### src/rtl/pfla_pkg.sv
// ============================================================================
// pfla_pkg: shared types and constants of the paged free-list allocator
// Request and response payloads, status codes, register indexes and the
// command and status groups between the controller and the datapath.
// ============================================================================
`default_nettype none

package pfla_pkg;

    localparam int DEF_MAX_PAGES       = 8;
    localparam int DEF_MAX_FREE_BLOCKS = 16;
    localparam int DEF_MAX_ALLOCS      = 64;

    localparam logic [31:0] RESET_PAGE_BYTES = 32'd65536;
    localparam logic [12:0] RESET_MIN_ALIGN  = 13'd16;

    // Configuration register indexes.
    localparam logic CFG_PAGE_BYTES = 1'b0;
    localparam logic CFG_MIN_ALIGN  = 1'b1;

    // Request function codes.
    localparam logic FUNC_ALLOC = 1'b0;
    localparam logic FUNC_FREE  = 1'b1;

    // Response status codes.
    localparam logic [2:0] ST_OK           = 3'd0;
    localparam logic [2:0] ST_NO_PAGE      = 3'd1;
    localparam logic [2:0] ST_TABLE_FULL   = 3'd2;
    localparam logic [2:0] ST_LIST_FULL    = 3'd3;
    localparam logic [2:0] ST_UNKNOWN_FREE = 3'd4;

    typedef struct packed {
        logic        func;
        logic [31:0] req_size;
        logic [12:0] req_align;
        logic [2:0]  free_page;
        logic [31:0] free_offset;
    } t_req;

    typedef struct packed {
        logic [2:0]  status;
        logic [2:0]  out_page;
        logic [31:0] out_offset;
        logic [31:0] out_size;
    } t_rsp;

    typedef enum logic [4:0] {
        C_NONE,
        C_LOAD,
        C_PG_NEXT,
        C_FB_BEGIN,
        C_FB_STEP,
        C_NEW_PG,
        C_AT_BEGIN,
        C_AT_STEP,
        C_A_COMMIT,
        C_RM_WRITE,
        C_A_PUSH,
        C_F_BEGIN,
        C_F_STEP,
        C_F_RMSEL,
        C_F_FINISH,
        C_ERR,
        C_DELIVER
    } t_cmd;

    typedef struct packed {
        t_cmd       cmd;
        logic [2:0] code;
    } t_ctl;

    typedef struct packed {
        logic func_free;
        logic over;
        logic pg_done;
        logic pg_ok;
        logic fc_zero;
        logic troom_ok;
        logic fb_last;
        logic fb_fit_now;
        logic bi_ok;
        logic fresh_ok;
        logic at_hit_now;
        logic at_free_now;
        logic free_ok;
        logic at_last;
        logic split;
        logic f_full;
        logic k_zero;
        logic out_busy;
    } t_stat;

endpackage

`default_nettype wire

### src/rtl/pfla_ctrl.sv
// ============================================================================
// pfla_ctrl: allocator sequencer
// Steps the datapath through the page, free-block and allocation-table scans
// and the commit of one request at a time.
// ============================================================================
`default_nettype none

module pfla_ctrl
    import pfla_pkg::*;
(
    input  wire   i_clk,
    input  wire   i_rst_n,
    input  wire   i_req_valid,
    output logic  o_req_ready,
    input  t_stat i_stat,
    output t_ctl  o_ctl
);

    typedef enum logic [4:0] {
        S_IDLE,
        S_DISPATCH,
        S_A_PAGE,
        S_A_FBW,
        S_A_FBC,
        S_A_NXT,
        S_A_NEWPG,
        S_AT_BEGIN,
        S_AT_W,
        S_AT_C,
        S_A_COMMIT,
        S_RM_W,
        S_RM_WR,
        S_A_PUSH,
        S_F_BEGIN,
        S_F_PRE,
        S_F_W,
        S_F_C,
        S_F_DECIDE,
        S_F_RMSEL,
        S_F_FINISH,
        S_DONE
    } t_state;

    t_state r_state;
    t_state n_state;

    always_comb begin
        n_state    = r_state;
        o_ctl.cmd  = C_NONE;
        o_ctl.code = ST_OK;
        case (r_state)
            S_IDLE: begin
                if (i_req_valid) begin
                    o_ctl.cmd = C_LOAD;
                    n_state   = S_DISPATCH;
                end
            end
            S_DISPATCH: begin
                if (i_stat.func_free) begin
                    n_state = S_AT_BEGIN;
                end else if (i_stat.over) begin
                    o_ctl.cmd  = C_ERR;
                    o_ctl.code = ST_NO_PAGE;
                    n_state    = S_DONE;
                end else begin
                    n_state = S_A_PAGE;
                end
            end
            S_A_PAGE: begin
                if (i_stat.pg_done) begin
                    n_state = S_A_NEWPG;
                end else if (i_stat.pg_ok && !i_stat.fc_zero) begin
                    o_ctl.cmd = C_FB_BEGIN;
                    n_state   = S_A_FBW;
                end else if (i_stat.pg_ok && i_stat.troom_ok) begin
                    o_ctl.cmd = C_FB_BEGIN;
                    n_state   = S_AT_BEGIN;
                end else begin
                    o_ctl.cmd = C_PG_NEXT;
                end
            end
            S_A_FBW: n_state = S_A_FBC;
            S_A_FBC: begin
                o_ctl.cmd = C_FB_STEP;
                if (!i_stat.fb_last) begin
                    n_state = S_A_FBW;
                end else if (i_stat.troom_ok || i_stat.bi_ok || i_stat.fb_fit_now) begin
                    n_state = S_AT_BEGIN;
                end else begin
                    n_state = S_A_NXT;
                end
            end
            S_A_NXT: begin
                o_ctl.cmd = C_PG_NEXT;
                n_state   = S_A_PAGE;
            end
            S_A_NEWPG: begin
                if (i_stat.fresh_ok) begin
                    o_ctl.cmd = C_NEW_PG;
                    n_state   = S_AT_BEGIN;
                end else begin
                    o_ctl.cmd  = C_ERR;
                    o_ctl.code = ST_NO_PAGE;
                    n_state    = S_DONE;
                end
            end
            S_AT_BEGIN: begin
                o_ctl.cmd = C_AT_BEGIN;
                n_state   = S_AT_W;
            end
            S_AT_W: n_state = S_AT_C;
            S_AT_C: begin
                o_ctl.cmd = C_AT_STEP;
                if (!i_stat.at_hit_now && !i_stat.at_last) begin
                    n_state = S_AT_W;
                end else if (i_stat.func_free) begin
                    if (i_stat.at_hit_now) begin
                        n_state = S_F_BEGIN;
                    end else begin
                        n_state = S_DONE;
                    end
                end else if (i_stat.at_hit_now || i_stat.free_ok || i_stat.at_free_now) begin
                    n_state = S_A_COMMIT;
                end else begin
                    n_state = S_DONE;
                end
                if (i_stat.at_last && !i_stat.at_hit_now) begin
                    if (i_stat.func_free) begin
                        o_ctl.code = ST_UNKNOWN_FREE;
                        o_ctl.cmd  = C_ERR;
                    end else if (!i_stat.free_ok && !i_stat.at_free_now) begin
                        o_ctl.code = ST_TABLE_FULL;
                        o_ctl.cmd  = C_ERR;
                    end
                end
            end
            S_A_COMMIT: begin
                o_ctl.cmd = C_A_COMMIT;
                n_state   = i_stat.bi_ok ? S_RM_W : S_DONE;
            end
            S_RM_W: n_state = S_RM_WR;
            S_RM_WR: begin
                o_ctl.cmd = C_RM_WRITE;
                if (!i_stat.func_free) begin
                    n_state = i_stat.split ? S_A_PUSH : S_DONE;
                end else begin
                    n_state = i_stat.k_zero ? S_F_FINISH : S_F_RMSEL;
                end
            end
            S_A_PUSH: begin
                o_ctl.cmd = C_A_PUSH;
                n_state   = S_DONE;
            end
            S_F_BEGIN: begin
                o_ctl.cmd = C_F_BEGIN;
                n_state   = S_F_PRE;
            end
            S_F_PRE: n_state = i_stat.fc_zero ? S_F_DECIDE : S_F_W;
            S_F_W:   n_state = S_F_C;
            S_F_C: begin
                o_ctl.cmd = C_F_STEP;
                n_state   = i_stat.fb_last ? S_F_DECIDE : S_F_W;
            end
            S_F_DECIDE: begin
                if (i_stat.f_full) begin
                    o_ctl.cmd  = C_ERR;
                    o_ctl.code = ST_LIST_FULL;
                    n_state    = S_DONE;
                end else if (i_stat.k_zero) begin
                    n_state = S_F_FINISH;
                end else begin
                    n_state = S_F_RMSEL;
                end
            end
            S_F_RMSEL: begin
                o_ctl.cmd = C_F_RMSEL;
                n_state   = S_RM_W;
            end
            S_F_FINISH: begin
                o_ctl.cmd = C_F_FINISH;
                n_state   = S_DONE;
            end
            S_DONE: begin
                if (!i_stat.out_busy) begin
                    o_ctl.cmd = C_DELIVER;
                    n_state   = S_IDLE;
                end
            end
            default: n_state = S_IDLE;
        endcase
    end

    always_ff @(posedge i_clk) begin
        if (!i_rst_n) begin
            r_state <= S_IDLE;
        end else begin
            r_state <= n_state;
        end
    end

    assign o_req_ready = (r_state == S_IDLE);

endmodule

`default_nettype wire

### config.mk
export PLATFORM = sky130hd
export DESIGN_NAME = pfla_ctrl
export DESIGN_NICKNAME = d
export VERILOG_FILES = /design/src/rtl/pfla_pkg.sv /design/src/rtl/pfla_ctrl.sv
export SDC_FILE = /design/constraint.sdc
export NUM_CORES = 1
export LEC_CHECK = 0
export BUFFER_PORTS_ARGS = -buffer_cell sky130_fd_sc_hd__buf_2
export CORE_MARGIN = 2
export CORE_UTILIZATION = 40
export CTS_BUF_LIST = sky130_fd_sc_hd__clkbuf_4
export DETAILED_ROUTE_END_ITERATION = 7
export PLACE_DENSITY = 0.75
export SYNTH_ARGS = -nofsm -noshare
export SYNTH_HDL_FRONTEND = slang
export SYNTH_SLANG_ARGS = --single-unit
export TNS_END_PERCENT = 20
### constraint.sdc
create_clock -name i_clk -period 1.79 [get_ports i_clk]
set_input_delay 0.358 -clock i_clk [delete_from_list [all_inputs] [get_ports i_clk]]
set_output_delay 0.358 -clock i_clk [all_outputs]
set_load 0.03 [all_outputs]
==> results.json <==
{
  "wl_met1_mm": 1.72,
  "synth.top_cell.area_share": 0.103,
  "synth_cells": 153,
  "relSlewSlack": 0.686,
  "clock.fmax_mhz": 491,
  "grt_pass1_wl_mm": 6.91,
  "routabilityCongestion": 1.05,
  "finalCritPeriodShare": 1.14,
  "start_util": 0.432,
  "clk_latency_ns": 0.25,
  "port_buffers": 29,
  "ir_drop_v": 0.00111,
  "drt_iter0_drc": 126,
  "maxSlewViolCount": 0,
  "reg2reg_depth": 7,
  "postRouteAntennaNets": 0,
  "r2r-end": "r_state[1]",
  "end_kind": "primary output",
  "finalWorstSetupSlack_ns": -0.247,
  "regMostFlops": "r_state",
  "grt_usage": 0.338,
  "die_area_mm2": 0.00284,
  "num_vias": 1654,
  "synth_top_family_by_area": "compound AO/OA/AOI/OAI gates",
  "dr_wl_met3_um": 622,
  "synthTopCellsByCount": "18 x nor2_1, 12 x a21oi_1, 11 x buf_2",
  "fin_cells": 247,
  "synthMostInstantiatedCell": "nor2_1",
  "path_clk_slew_ns": 0.05,
  "ys_seq_elements": 5,
  "timing.critical_path.to": "o_ctl[6]",
  "dr_wl_met2_mm": 2.33,
  "cts_tree": "yes",
  "synthTopCellsByArea": "dfxtp_1 10%, nor2_1 6.9%, a21oi_1 6.2%",
  "drt_pre_antenna_iters": 7,
  "core_mm2": 0.00225,
  "yosysUniqueCellTypes": 44,
  "synth_edf_count": 0,
  "violations": "negative setup slack",
  "syn_area_um2": 973,
  "synth_fa_ha_area_frac": 0,
  "crit_required_ns": 1.43,
  "drc": 0,
  "syn_nets": 174,
  "dieHeight_um": 53.3,
  "p_leak_nw": 0.718,
  "grt_pass1_vias": 1573,
  "crit_fanout": 5,
  "synthSimpleGateAreaFrac": 0.396,
  "startpoint": "r_state[2]",
  "ys_async_sr_fraction": 0,
  "ys_warn_count": 0,
  "cts_max_level": 1,
  "worstPathArrival_ns": 1.68,
  "std_cell_rows": 17,
  "final_util": 0.752,
  "synth_xor_area_frac": 0.00900,
  "drive_above_1_share": 0.502,
  "ctsHoldBuffers": 0,
  "fin_skew_ns": 0.000231,
  "maxCapViolCount": 0,
  "final_net_count": 241,
  "dp_hpwl_mm": 3.18,
  "clockBufferDepth": 2,
  "clkSinkCount": 5,
  "setup_viol": 9,
  "yosysSeqAreaShare": 0.103,
  "rr_startpoint": "r_state[0]",
  "fp.dieW_um": 53.3,
  "synth.area.mux_share": 0,
  "hold_viol": 0,
  "yosysTopAreaCell": "dfxtp_1",
  "drt_wl_total_mm": 4.87,
  "clockRootBuffer": "clkbuf_4",
  "hp-class": "in -> reg",
  "avgRoutedWirePerCell_um": 19.7,
  "viasPerCell": 6.70,
  "worst_slew_pin_slew_ns": 0.463,
  "antenna_cells": 0,
  "largest_reg_flops": 5,
  "cts_buffers": 3,
  "antenna_found_initial": 0,
  "powerDensity_mw_per_mm2": 1360,
  "hold_ws_ns": 0.394,
  "outcome": "complete, but fails checks",
  "fillers": 155,
  "r2r_setup_slack_ns": 0.02,
  "synth_compound_area_frac": 0.397,
  "dp_cells": 241,
  "overflow": 0,
  "syn_area_per_cell_um2": 6.36,
  "min_period_ns": 2.04,
  "rsz0062_at_grt": "true",
  "grt_max_degree": 18,
  "crit_type": "reg -> out",
  "area_delta_synth_final_pct": 74.3,
  "largestRegisters": "r_state (5)",
  "yosys_most_used_dff": "dfxtp_1",
  "ios": 30,
  "top_layer_used": "met4",
  "finalSetupTns_ns": -1.43,
  "start_kind": "register"
}
==> cell type report <==
class                      count  area (um^2)  area share
clock buffer                   3         22.5      0.0133
clock inverter                 1         5.00     0.00295
inverter                       8         30.0      0.0177
multi-input combinational    127          935       0.551
sequential                     5          108      0.0634
tap                           28         35.0      0.0206
timing repair buffer          75          562       0.331
==> cells in the final DEF, fill, tap and decap left out, types with 4 or more instances in the layout <==
master,n
buf_4,46
buf_2,21
nor2_1,16
a21oi_1,10
nand2_1,7
inv_1,7
nand3_1,7
o21ai_1,5
nor3_1,5
buf_6,5
o21ai_0,4
o22ai_1,4
o21a_1,4
==> metrics by stage <==
step | power (mW) | setup WS, ns | cell area, um^2
5_1_grt | 2.40 | -0.297 | 1700
3_3_place_gp | 1.70 | -0.143 | 1460
4_1_cts | 2.04 | -0.243 | 1600
2_1_floorplan | 1.09 | -0.210 | 1010
6_report | 2.31 | -0.247 | 1700
3_5_place_dp | 1.74 | -0.214 | 1460
==> critical path: stages (launching register included) <==
cell and delay, ns:
dfxtp_4 0.37, or3b_4 0.43, o32ai_4 0.13, nand2_2 0.11, a21oi_4 0.14, a221o_2 0.13
buf_6 0.12
==> cell families (layout without fill, tap and decap cells) <==
family | after synthesis | in the layout
flops | 5 | 5
buf+inv | 21 | 87
xor+xnor | 1 | 1
compound gates | 55 | 55
simple gates | 71 | 71
==> routing by layer <==
| metal | global-route usage | up-vias |
|---|---|---|
| met5 | 0 | - |
| met4 | 0.188 | 0 |
| met3 | 0.0932 | 33 |
| met2 | 0.549 | 159 |
| met1 | 0.394 | 745 |
| li1 | - | 717 |
==> how the worst min path moves through the flow <==
stage / start / end / slack (ns) / cells past startpoint
2_1_floorplan: i_rst_n / r_state[3] / 0.47 / 2
3_3_place_gp: i_rst_n / r_state[3] / 0.64 / 3
3_5_place_dp: i_rst_n / r_state[3] / 0.64 / 3
4_1_cts: i_rst_n / r_state[3] / 0.37 / 3
5_1_grt: i_rst_n / r_state[3] / 0.39 / 3
6_report: i_rst_n / r_state[3] / 0.39 / 3
==> report_power, final <==
part	internal [mW]	total (mW)	switching, mW	leakage (nW)
sequential	0.158	0.223	0.0649	0.0428
combinational	0.942	1.95	1.01	0.658
clock	0.0813	0.137	0.0555	0.0177
total	1.18	2.31	1.13	0.718
==> timing repair <==
item | in CTS | in global routing
buffers inserted | 2 | 0
resized for setup | 28 | 19
setup endpoints to repair | 9 | 12
pin swaps | 3 | 8
Power figures use the tool's default switching activity.
